$ cat config.mk
export PLATFORM = sky130hd
export DESIGN_NAME = audio_level_meter_with_hold
export DESIGN_NICKNAME = d
export VERILOG_FILES = /design/src/rtl/alm_pkg.sv /design/src/rtl/audio_level_meter_with_hold.sv
export SDC_FILE = /design/constraint.sdc
export NUM_CORES = 2
export LEC_CHECK = 0
export BUFFER_PORTS_ARGS = -buffer_cell sky130_fd_sc_hd__buf_4
export CORE_MARGIN = 4
export CORE_UTILIZATION = 50
export DETAILED_ROUTE_END_ITERATION = 8
export MAX_ROUTING_LAYER = met4
export PLACE_DENSITY = 0.64
export SYNTH_ARGS = -nofsm -noshare
export SYNTH_HDL_FRONTEND = slang
export SYNTH_SLANG_ARGS = --single-unit
$ cat constraint.sdc
create_clock -name i_clk -period 34.3 [get_ports i_clk]
set_input_delay 3.43 -clock i_clk [delete_from_list [all_inputs] [get_ports i_clk]]
set_output_delay 3.43 -clock i_clk [all_outputs]
set_load 0.01 [all_outputs]
$ cat src/rtl/alm_pkg.sv
// Shared constants, codes and fixed-point helpers for the audio level meter.
package alm_pkg;

    // Operation codes carried in the request's tuser field
    typedef enum logic [2:0] {
        OP_PEAK = 3'd0,
        OP_RMS  = 3'd1,
        OP_BAND = 3'd2,
        OP_FADE = 3'd3,
        OP_TICK = 3'd4
    } t_op;

    // Configuration register indexes
    localparam logic [1:0] REG_CLIP_THR   = 2'd0;
    localparam logic [1:0] REG_SIG_THR    = 2'd1;
    localparam logic [1:0] REG_HOLD_TICKS = 2'd2;

    // Register reset values
    localparam logic [15:0] CLIP_THR_RST   = 16'd64880;
    localparam logic [15:0] SIG_THR_RST    = 16'd328;
    localparam logic [15:0] HOLD_TICKS_RST = 16'd1000;

    // Decay factors, unsigned Q0.16 (0.990 and 0.999)
    localparam logic [15:0] DECAY_FAST = 16'd64881;
    localparam logic [15:0] DECAY_SLOW = 16'd65470;

    // dB levels, signed Q8.8
    localparam logic signed [15:0] DB_FLOOR    = -16'sd25600;
    localparam logic signed [15:0] DB_CEIL     = 16'sd0;
    localparam logic signed [15:0] FRAME_FLOOR = -16'sd15360;
    localparam logic signed [17:0] DB_OFFSET   = 18'sd15360;
    localparam logic signed [17:0] S16_MIN     = -18'sd32768;
    localparam logic signed [17:0] S16_MAX     = 18'sd32767;

    localparam logic [15:0] TICKS_MAX = 16'hFFFF;

    // Level shifted up by 60 dB so the decay pulls towards -60 dB
    function automatic logic signed [17:0] db_shift(input logic signed [15:0] v);
        db_shift = 18'(v) + DB_OFFSET;
    endfunction

    // Magnitude of the shifted level
    function automatic logic [16:0] db_mag(input logic signed [17:0] t);
        logic signed [17:0] a;
        a = t[17] ? -t : t;
        db_mag = a[16:0];
    endfunction

    // Re-apply sign, shift back down by 60 dB and saturate to 16 bits
    function automatic logic signed [15:0] db_restore(input logic neg, input logic [16:0] q);
        logic signed [17:0] s;
        logic signed [17:0] r;
        s = $signed({1'b0, q});
        if (neg) begin
            s = -s;
        end
        r = s - DB_OFFSET;
        if (r < S16_MIN) begin
            db_restore = 16'sh8000;
        end else if (r > S16_MAX) begin
            db_restore = 16'sh7FFF;
        end else begin
            db_restore = r[15:0];
        end
    endfunction

endpackage

$ cat src/rtl/audio_level_meter_with_hold.sv
// Audio level meter: peak and RMS metering with hold, per-band levels and fade.
//
//  Channel   Direction  Signals                         Contents (lowest bit first)
//  s_axis    in         tvalid tready tdata[39:0] tuser  level, band_index, band_level;
//                                                       tuser = operation
//  m_axis    out        tvalid tready tdata[103:0]       peak_now, peak_smoothed, peak_held,
//                                                       clip_flag, signal_present,
//                                                       band_smoothed, band_held,
//                                                       loudest_band, loudest_level
//  cfg       in         we addr[1:0] wdata[15:0]         clip / signal threshold, hold ticks
//
//  Peak, RMS, band and tick requests pass from acceptance to the next acceptance through
//  one memory read, one read-modify-write and the load of the output register.
//  A fade request first decays the peak levels, then sweeps the band memory one entry per cycle
//  through the two decay multipliers, reading the next entry while the current one is written.
//  Reset is synchronous; per-entry valid bits make unwritten bands read as -100 dB, so no
//  clearing pass is needed. A request is taken while an earlier result still waits on m_axis;
//  its result is held back until the output register is free.
module audio_level_meter_with_hold
    import alm_pkg::*;
#(
    parameter int NUM_BANDS = 16
) (
    input  logic         i_clk,
    input  logic         i_rst_n,

    input  logic         i_s_axis_tvalid,
    output logic         o_s_axis_tready,
    // [15:0] level, [19:16] band_index, [35:20] band_level, [39:36] zero
    input  logic [39:0]  i_s_axis_tdata,
    // [2:0] operation
    input  logic [2:0]   i_s_axis_tuser,

    output logic         o_m_axis_tvalid,
    input  logic         i_m_axis_tready,
    // [15:0] peak_now, [31:16] peak_smoothed, [47:32] peak_held, [48] clip_flag,
    // [49] signal_present, [65:50] band_smoothed, [81:66] band_held,
    // [85:82] loudest_band, [100:86] loudest_level, [103:101] zero
    output logic [103:0] o_m_axis_tdata,

    input  logic         i_cfg_we,
    input  logic [1:0]   i_cfg_addr,
    input  logic [15:0]  i_cfg_wdata
);

    localparam int AW = (NUM_BANDS > 1) ? $clog2(NUM_BANDS) : 1;
    localparam logic [6:0]    NB7      = 7'(NUM_BANDS);
    localparam logic [AW-1:0] LAST_ENT = AW'(NUM_BANDS - 1);

    typedef enum logic [2:0] {
        S_IDLE,
        S_UPD,
        S_PEAK,
        S_SWEEP,
        S_DONE
    } t_state;

    t_state r_state, n_state;

    // Configuration
    logic [15:0] r_clip_thr, r_sig_thr, r_hold_ticks;

    // Scalar meter state
    logic [15:0]        r_last_peak, n_last_peak;
    logic [15:0]        r_smooth_peak, n_smooth_peak;
    logic [15:0]        r_hold_peak, n_hold_peak;
    logic               r_clip, n_clip;
    logic               r_sig, n_sig;
    logic [15:0]        r_ticks, n_ticks;
    logic signed [15:0] r_fmax_lvl, n_fmax_lvl;
    logic [3:0]         r_fmax_idx, n_fmax_idx;

    // Captured request
    logic [2:0]         r_op, n_op;
    logic [15:0]        r_level, n_level;
    logic [3:0]         r_bi, n_bi;
    logic signed [15:0] r_bl, n_bl;

    // Sweep counter and band result
    logic [AW-1:0]      r_cnt, n_cnt;
    logic signed [15:0] r_res_smooth, n_res_smooth;
    logic signed [15:0] r_res_hold, n_res_hold;

    // Output register
    logic               r_out_vld, n_out_vld;
    logic [103:0]       r_out_data, n_out_data;

    // Band memory: {hold, smooth} per entry, valid bits per entry
    logic [31:0]          mem [NUM_BANDS];
    logic [NUM_BANDS-1:0] r_valid;
    logic [31:0]          r_rd_data;
    logic                 r_rd_vld;

    logic [6:0]    w_raddr_ext;
    logic [AW-1:0] w_raddr;
    logic          w_rd_ok;
    logic          w_we;
    logic [AW-1:0] w_waddr;
    logic [31:0]   w_wdata;

    logic               w_accept;
    logic [6:0]         w_bi_ext;
    logic [AW-1:0]      w_bi_addr;
    logic               w_in_rng;
    logic signed [15:0] w_cur_smooth, w_cur_hold;
    logic signed [15:0] w_bl_clamped;
    logic signed [15:0] w_new_smooth, w_new_hold;
    logic signed [15:0] w_base_lvl;
    logic [3:0]         w_base_idx;

    // Decay datapath
    logic signed [17:0] w_ts_smooth, w_ts_hold;
    logic [16:0]        w_fa, w_sa;
    logic [32:0]        w_pf, w_ps;
    logic signed [15:0] w_dec_smooth, w_dec_hold;

    assign w_accept        = i_s_axis_tvalid && o_s_axis_tready;
    assign o_s_axis_tready = (r_state == S_IDLE);
    assign o_m_axis_tvalid = r_out_vld;
    assign o_m_axis_tdata  = r_out_data;

    // Band address of the captured request
    assign w_bi_ext  = 7'(r_bi);
    assign w_bi_addr = w_bi_ext[AW-1:0];
    assign w_in_rng  = (w_bi_ext < NB7);

    // Read address: requested band on acceptance, entry 0 before a sweep, next entry in it
    always_comb begin
        unique case (r_state)
            S_IDLE:  w_raddr_ext = 7'(i_s_axis_tdata[19:16]);
            S_SWEEP: w_raddr_ext = 7'(r_cnt) + 7'd1;
            default: w_raddr_ext = 7'd0;
        endcase
    end
    assign w_raddr = w_raddr_ext[AW-1:0];
    assign w_rd_ok = (w_raddr_ext < NB7);

    // Unwritten entries read as -100 dB
    assign w_cur_smooth = r_rd_vld ? $signed(r_rd_data[15:0])  : DB_FLOOR;
    assign w_cur_hold   = r_rd_vld ? $signed(r_rd_data[31:16]) : DB_FLOOR;

    // Band level clamped to [-100 dB, 0 dB]
    always_comb begin
        if (r_bl < DB_FLOOR) begin
            w_bl_clamped = DB_FLOOR;
        end else if (r_bl > DB_CEIL) begin
            w_bl_clamped = DB_CEIL;
        end else begin
            w_bl_clamped = r_bl;
        end
    end
    assign w_new_smooth = (w_bl_clamped > w_cur_smooth) ? w_bl_clamped : w_cur_smooth;
    assign w_new_hold   = (w_bl_clamped > w_cur_hold)   ? w_bl_clamped : w_cur_hold;

    // Band zero opens a new frame
    assign w_base_lvl = (r_bi == 4'd0) ? FRAME_FLOOR : r_fmax_lvl;
    assign w_base_idx = (r_bi == 4'd0) ? 4'd0 : r_fmax_idx;

    // Two constant multipliers shared by peak decay and band sweep
    assign w_ts_smooth = db_shift(w_cur_smooth);
    assign w_ts_hold   = db_shift(w_cur_hold);
    assign w_fa = (r_state == S_PEAK) ? {1'b0, r_smooth_peak} : db_mag(w_ts_smooth);
    assign w_sa = (r_state == S_PEAK) ? {1'b0, r_hold_peak}   : db_mag(w_ts_hold);
    assign w_pf = 33'(w_fa) * 33'(DECAY_FAST);
    assign w_ps = 33'(w_sa) * 33'(DECAY_SLOW);
    assign w_dec_smooth = db_restore(w_ts_smooth[17], w_pf[32:16]);
    assign w_dec_hold   = db_restore(w_ts_hold[17], w_ps[32:16]);

    // Next-state and datapath
    always_comb begin
        n_state       = r_state;
        n_last_peak   = r_last_peak;
        n_smooth_peak = r_smooth_peak;
        n_hold_peak   = r_hold_peak;
        n_clip        = r_clip;
        n_sig         = r_sig;
        n_ticks       = r_ticks;
        n_fmax_lvl    = r_fmax_lvl;
        n_fmax_idx    = r_fmax_idx;
        n_op          = r_op;
        n_level       = r_level;
        n_bi          = r_bi;
        n_bl          = r_bl;
        n_cnt         = r_cnt;
        n_res_smooth  = r_res_smooth;
        n_res_hold    = r_res_hold;
        n_out_vld     = r_out_vld;
        n_out_data    = r_out_data;
        w_we          = 1'b0;
        w_waddr       = w_bi_addr;
        w_wdata       = {w_new_hold, w_new_smooth};

        // Output register drains independently
        if (r_out_vld && i_m_axis_tready) begin
            n_out_vld = 1'b0;
        end

        unique case (r_state)
            S_IDLE: begin
                if (w_accept) begin
                    n_op    = i_s_axis_tuser;
                    n_level = i_s_axis_tdata[15:0];
                    n_bi    = i_s_axis_tdata[19:16];
                    n_bl    = $signed(i_s_axis_tdata[35:20]);
                    n_state = (i_s_axis_tuser == OP_FADE) ? S_PEAK : S_UPD;
                end
            end

            S_UPD: begin
                n_res_smooth = w_in_rng ? w_cur_smooth : DB_FLOOR;
                n_res_hold   = w_in_rng ? w_cur_hold   : DB_FLOOR;
                unique case (r_op)
                    OP_PEAK: begin
                        n_last_peak = r_level;
                        if (r_level > r_smooth_peak) n_smooth_peak = r_level;
                        if (r_level > r_hold_peak)   n_hold_peak   = r_level;
                        n_clip = (r_level > r_clip_thr);
                    end
                    OP_RMS: begin
                        if (r_ticks > r_hold_ticks) n_sig = 1'b0;
                        if (r_level > r_sig_thr) begin
                            n_sig   = 1'b1;
                            n_ticks = '0;
                        end
                    end
                    OP_BAND: begin
                        if (w_in_rng) begin
                            w_we         = 1'b1;
                            n_res_smooth = w_new_smooth;
                            n_res_hold   = w_new_hold;
                            if (w_bl_clamped > w_base_lvl) begin
                                n_fmax_lvl = w_bl_clamped;
                                n_fmax_idx = r_bi;
                            end else begin
                                n_fmax_lvl = w_base_lvl;
                                n_fmax_idx = w_base_idx;
                            end
                        end
                    end
                    OP_TICK: begin
                        if (r_ticks != TICKS_MAX) n_ticks = r_ticks + 16'd1;
                    end
                    default: begin
                        // unused codes leave the state alone
                    end
                endcase
                n_state = S_DONE;
            end

            S_PEAK: begin
                n_smooth_peak = w_pf[31:16];
                n_hold_peak   = w_ps[31:16];
                n_res_smooth  = DB_FLOOR;
                n_res_hold    = DB_FLOOR;
                n_cnt         = '0;
                n_state       = S_SWEEP;
            end

            S_SWEEP: begin
                w_we    = 1'b1;
                w_waddr = r_cnt;
                w_wdata = {w_dec_hold, w_dec_smooth};
                if (w_in_rng && (r_cnt == w_bi_addr)) begin
                    n_res_smooth = w_dec_smooth;
                    n_res_hold   = w_dec_hold;
                end
                if (r_cnt == LAST_ENT) begin
                    n_state = S_DONE;
                end else begin
                    n_cnt = r_cnt + AW'(1);
                end
            end

            S_DONE: begin
                if (!r_out_vld || i_m_axis_tready) begin
                    n_out_vld  = 1'b1;
                    n_out_data = {3'b000, r_fmax_lvl[14:0], r_fmax_idx,
                                  r_res_hold, r_res_smooth, r_sig, r_clip,
                                  r_hold_peak, r_smooth_peak, r_last_peak};
                    n_state    = S_IDLE;
                end
            end

            default: n_state = S_IDLE;
        endcase
    end

    // State, meter registers and output register
    always_ff @(posedge i_clk) begin
        if (!i_rst_n) begin
            r_state       <= S_IDLE;
            r_clip_thr    <= CLIP_THR_RST;
            r_sig_thr     <= SIG_THR_RST;
            r_hold_ticks  <= HOLD_TICKS_RST;
            r_last_peak   <= '0;
            r_smooth_peak <= '0;
            r_hold_peak   <= '0;
            r_clip        <= 1'b0;
            r_sig         <= 1'b0;
            r_ticks       <= '0;
            r_fmax_lvl    <= FRAME_FLOOR;
            r_fmax_idx    <= '0;
            r_cnt         <= '0;
            r_out_vld     <= 1'b0;
            r_valid       <= '0;
        end else begin
            r_state       <= n_state;
            r_last_peak   <= n_last_peak;
            r_smooth_peak <= n_smooth_peak;
            r_hold_peak   <= n_hold_peak;
            r_clip        <= n_clip;
            r_sig         <= n_sig;
            r_ticks       <= n_ticks;
            r_fmax_lvl    <= n_fmax_lvl;
            r_fmax_idx    <= n_fmax_idx;
            r_cnt         <= n_cnt;
            r_out_vld     <= n_out_vld;
            if (w_we) begin
                r_valid[w_waddr] <= 1'b1;
            end
            if (i_cfg_we) begin
                unique case (i_cfg_addr)
                    REG_CLIP_THR:   r_clip_thr   <= i_cfg_wdata;
                    REG_SIG_THR:    r_sig_thr    <= i_cfg_wdata;
                    REG_HOLD_TICKS: r_hold_ticks <= i_cfg_wdata;
                    default: begin
                        // index beyond the register list: ignored
                    end
                endcase
            end
        end
        // payload
        r_op         <= n_op;
        r_level      <= n_level;
        r_bi         <= n_bi;
        r_bl         <= n_bl;
        r_res_smooth <= n_res_smooth;
        r_res_hold   <= n_res_hold;
        r_out_data   <= n_out_data;
    end

    // Band memory: one write and one registered read per cycle; a sweep reads entry k+1
    // while writing entry k, and other requests write in the update state, before the next request's read
    always_ff @(posedge i_clk) begin
        if (w_we) begin
            mem[w_waddr] <= w_wdata;
        end
        if (w_rd_ok) begin
            r_rd_data <= mem[w_raddr];
        end
        r_rd_vld <= w_rd_ok && r_valid[w_raddr];
    end

`ifndef SYNTHESIS
    // Accepting a request drops tready, so requests are never taken back to back
    a_one_at_a_time: assert property (@(posedge i_clk) disable iff (!i_rst_n)
        w_accept |=> !o_s_axis_tready)
        else $error("request accepted while previous one in progress");

    // Memory writes stay inside the band table
    a_write_in_range: assert property (@(posedge i_clk) disable iff (!i_rst_n)
        w_we |-> (7'(w_waddr) < NB7))
        else $error("band memory write out of range");

    // Loudest level stays within [-60 dB, 0 dB]
    a_frame_range: assert property (@(posedge i_clk) disable iff (!i_rst_n)
        (r_fmax_lvl >= FRAME_FLOOR) && (r_fmax_lvl <= DB_CEIL))
        else $error("loudest level out of range");

    // A fresh result appears only out of the completion state
    a_result_origin: assert property (@(posedge i_clk) disable iff (!i_rst_n)
        $rose(r_out_vld) |-> $past(r_state == S_DONE))
        else $error("result loaded outside completion state");

    // Sweep counter never runs past the last entry
    a_sweep_bound: assert property (@(posedge i_clk) disable iff (!i_rst_n)
        (r_state == S_SWEEP) |-> (r_cnt <= LAST_ENT))
        else $error("sweep counter out of range");
`endif

endmodule

==> results.json <==
{
  "fill_cells": 8280,
  "route.met3.wl_mm": 7.501,
  "post_cts_resized": 0,
  "ant_nets": 0,
  "ys_async_sr_fraction_pct": 0,
  "cts_setup_buffers": 0,
  "ioPinCount": 172,
  "io_buffer_count": 164,
  "drive_above_1_share_pct": 13.69,
  "die_area_um2": 106500,
  "crit_fanout": 56,
  "grt_max_degree": 102,
  "holdBufCountCts": 0,
  "synth_ff_type": "edfxtp_1",
  "yosysSeqAreaShare_pct": 48.72,
  "clkTransAtPathRegs_ns": 0.06,
  "syn_to_final_growth_pct": 12.05,
  "fmax_ghz": 0.07562,
  "num_antenna_cells": 0,
  "route.top_layer_used": "met4",
  "vias": 33330,
  "drtIter0Drc": 3050,
  "wirelength_mm": 137.3,
  "die_w_um": 326.3,
  "setup_slack_ns": 21.08,
  "finalSetupTns_ns": 0,
  "cts_sinks": 875,
  "outcome": "completed",
  "syn_area_um2": 50670,
  "placed_area_um2": 53800,
  "root_buffer": "clkbuf_16",
  "drt-met1-wl_mm": 59.97,
  "ys_ff_latch": 875,
  "synth_edf_count": 716,
  "clkLatencyLatePin_ns": 0.70,
  "grt_pass1_wl_mm": 208.3,
  "gp_routability_congestion": 0.9310,
  "vias_per_cell": 5.754,
  "coreArea_um2": 100300,
  "cp_slowest_cell": "o22ai_1",
  "drcViolationCount": 0,
  "final-setup-viol-count": 0,
  "final_hold_viol_count": 0,
  "maxCapViolations": 0,
  "antenna_found_initial": 1,
  "dieHeight_um": 326.3,
  "critical_path_required_ns": 34.60,
  "fin_area_um2": 56770,
  "hpwl_mm": 98.28,
  "htreeDepth": 3,
  "rsz0062_at_grt": "false",
  "path_common_cell": "fa_1",
  "critPathCaptureType": "flop",
  "core.rowCount": 116,
  "wl_per_cell_um": 23.70,
  "period_needed_ns": 13.22,
  "cts_tree": "built",
  "relSlewSlack_pct": 6.778,
  "initial_core_util_pct": 50.52,
  "firstDrtPassIters": 5,
  "startpoint_type": "flop",
  "regArea_um2": 24680,
  "tightest_slew_ns": 1.398,
  "clock-skew-final_ns": 0.07581,
  "cp.arrival_ns": 13.52,
  "avgSynthCellArea_um2": 12.13,
  "fin_nets": 5001,
  "cp_top_family": "adder cells",
  "grt_usage_pct": 26.57,
  "cts_buffers": 92,
  "pre_cts_ws_ns": 21.24,
  "ys_types": 110,
  "ys_warn_count": 0,
  "hold_class": "flop to flop",
  "cts_buffer_depth": 3,
  "crit_buf_inv": 6,
  "synth_cells": 4176,
  "slowest_delay_ns": 1.05,
  "multi_input_area_um2": 23890,
  "grt_overflow": 0,
  "period_share_pct": 38.55,
  "timing.final.max_slew_violations": 0,
  "grt_pass1_vias": 32940,
  "crit_type": "flop to flop",
  "wl_met2_mm": 65.31
}
[cell families (layout without fill, tap and decap cells)]
| group | after synthesis | after routing | synth area share [%] |
|---|---|---|---|
| buf+inv | 624 | 869 | 4.722 |
| xor+xnor | 122 | 122 | 2.124 |
| simple gates | 996 | 996 | 9.377 |
| mux | 156 | 156 | 6.374 |
| fa+ha+maj | 576 | 576 | 17.41 |
| other cells | 2 | 16 | 0.01482 |
| compound gates | 825 | 825 | 11.26 |
| flops | 875 | 875 | 48.72 |
[worst paths after layout]
check / from / to / slack, ns / depth (start not counted)
worst max register to register: r_rd_vld / mem[8][11] / 21.08 / 37
worst max-delay path: r_rd_vld / mem[8][11] / 21.08 / 37
worst min register to register: r_res_hold[10] / o_m_axis_tdata[76] / 0.41 / 0
worst min-delay path: r_res_hold[10] / o_m_axis_tdata[76] / 0.41 / 0
[registers in the layout, summed over array words and instances (netlist names), 3 cells and up]
name            cells
mem               512
o_m_axis_tdata    101
r_rd_data          32
r_bl               16
r_clip_thr         16
r_fmax_lvl         16
r_hold_peak        16
r_hold_ticks       16
r_last_peak        16
r_level            16
r_res_hold         16
r_res_smooth       16
r_sig_thr          16
r_smooth_peak      16
r_ticks            16
r_valid            16
r_bi                4
r_cnt               4
r_fmax_idx          4
r_op                3
r_state             3
[synthesized netlist by cell type (45+ instances only)]
cell type	number	area, um^2
edfxtp_1	716	21500
inv_1	454	1704
nand2_1	408	1531
ha_1	361	4517
fa_1	215	4304
nor2_1	189	709.4
dfxtp_1	159	3183
a21oi_1	152	760.7
mux4_2	132	2973
clkbuf_1	130	488.0
o21ai_0	116	580.6
a21o_1	77	578.1
xnor2_1	76	665.6
a31oi_1	66	412.9
o211ai_1	59	442.9
and2_1	57	356.6
a211oi_1	53	397.9
a21boi_0	53	397.9
nand3_1	53	265.3
o21a_1	51	382.9
nor3_1	47	235.2
nor2b_1	46	287.8
xor2_1	45	394.1
[cell type report]
cell class,instances,area share (%)
sequential,875,43.48
multi-input combinational,2691,42.07
clock buffer,119,4.304
timing repair buffer,243,3.213
inverter,456,3.015
tap,1357,2.991
clock inverter,51,0.9234
[layer usage]
layer	GRT usage, %	vias to the layer above
li1	-	15510
met1	36.31	16640
met2	42.29	968
met3	3.028	209
met4	8.020	0
met5	-	-
[through the flow]
stage	cells	hold WS, ns	utilization, %
floorplan	4190	0.4003	-
global placement	5622	0.4010	53.65
detailed placement	5622	0.4052	53.65
CTS	5792	0.4153	56.61
global route	5792	0.4204	56.61
finish	5792	0.4131	56.61
[layout by cell type, fill, tap and decap left out, types with 52 or more instances in the layout]
master and count:
clkbuf_16 92, a21o_1 76, a211oi_1 52, a31oi_1 65
mux4_2 132, o211ai_1 59, nand3_1 53, xnor2_1 76
o21ai_0 116, edfxtp_1 716, inv_1 454, nand2_1 408
nor2_1 169, ha_1 361, buf_4 243, dfxtp_1 158
and2_1 56, fa_1 215, a21oi_1 151
Power is left out: the tool's default activity adds up to more than one toggle a clock period on the data nets, which glitch-free logic cannot reach.
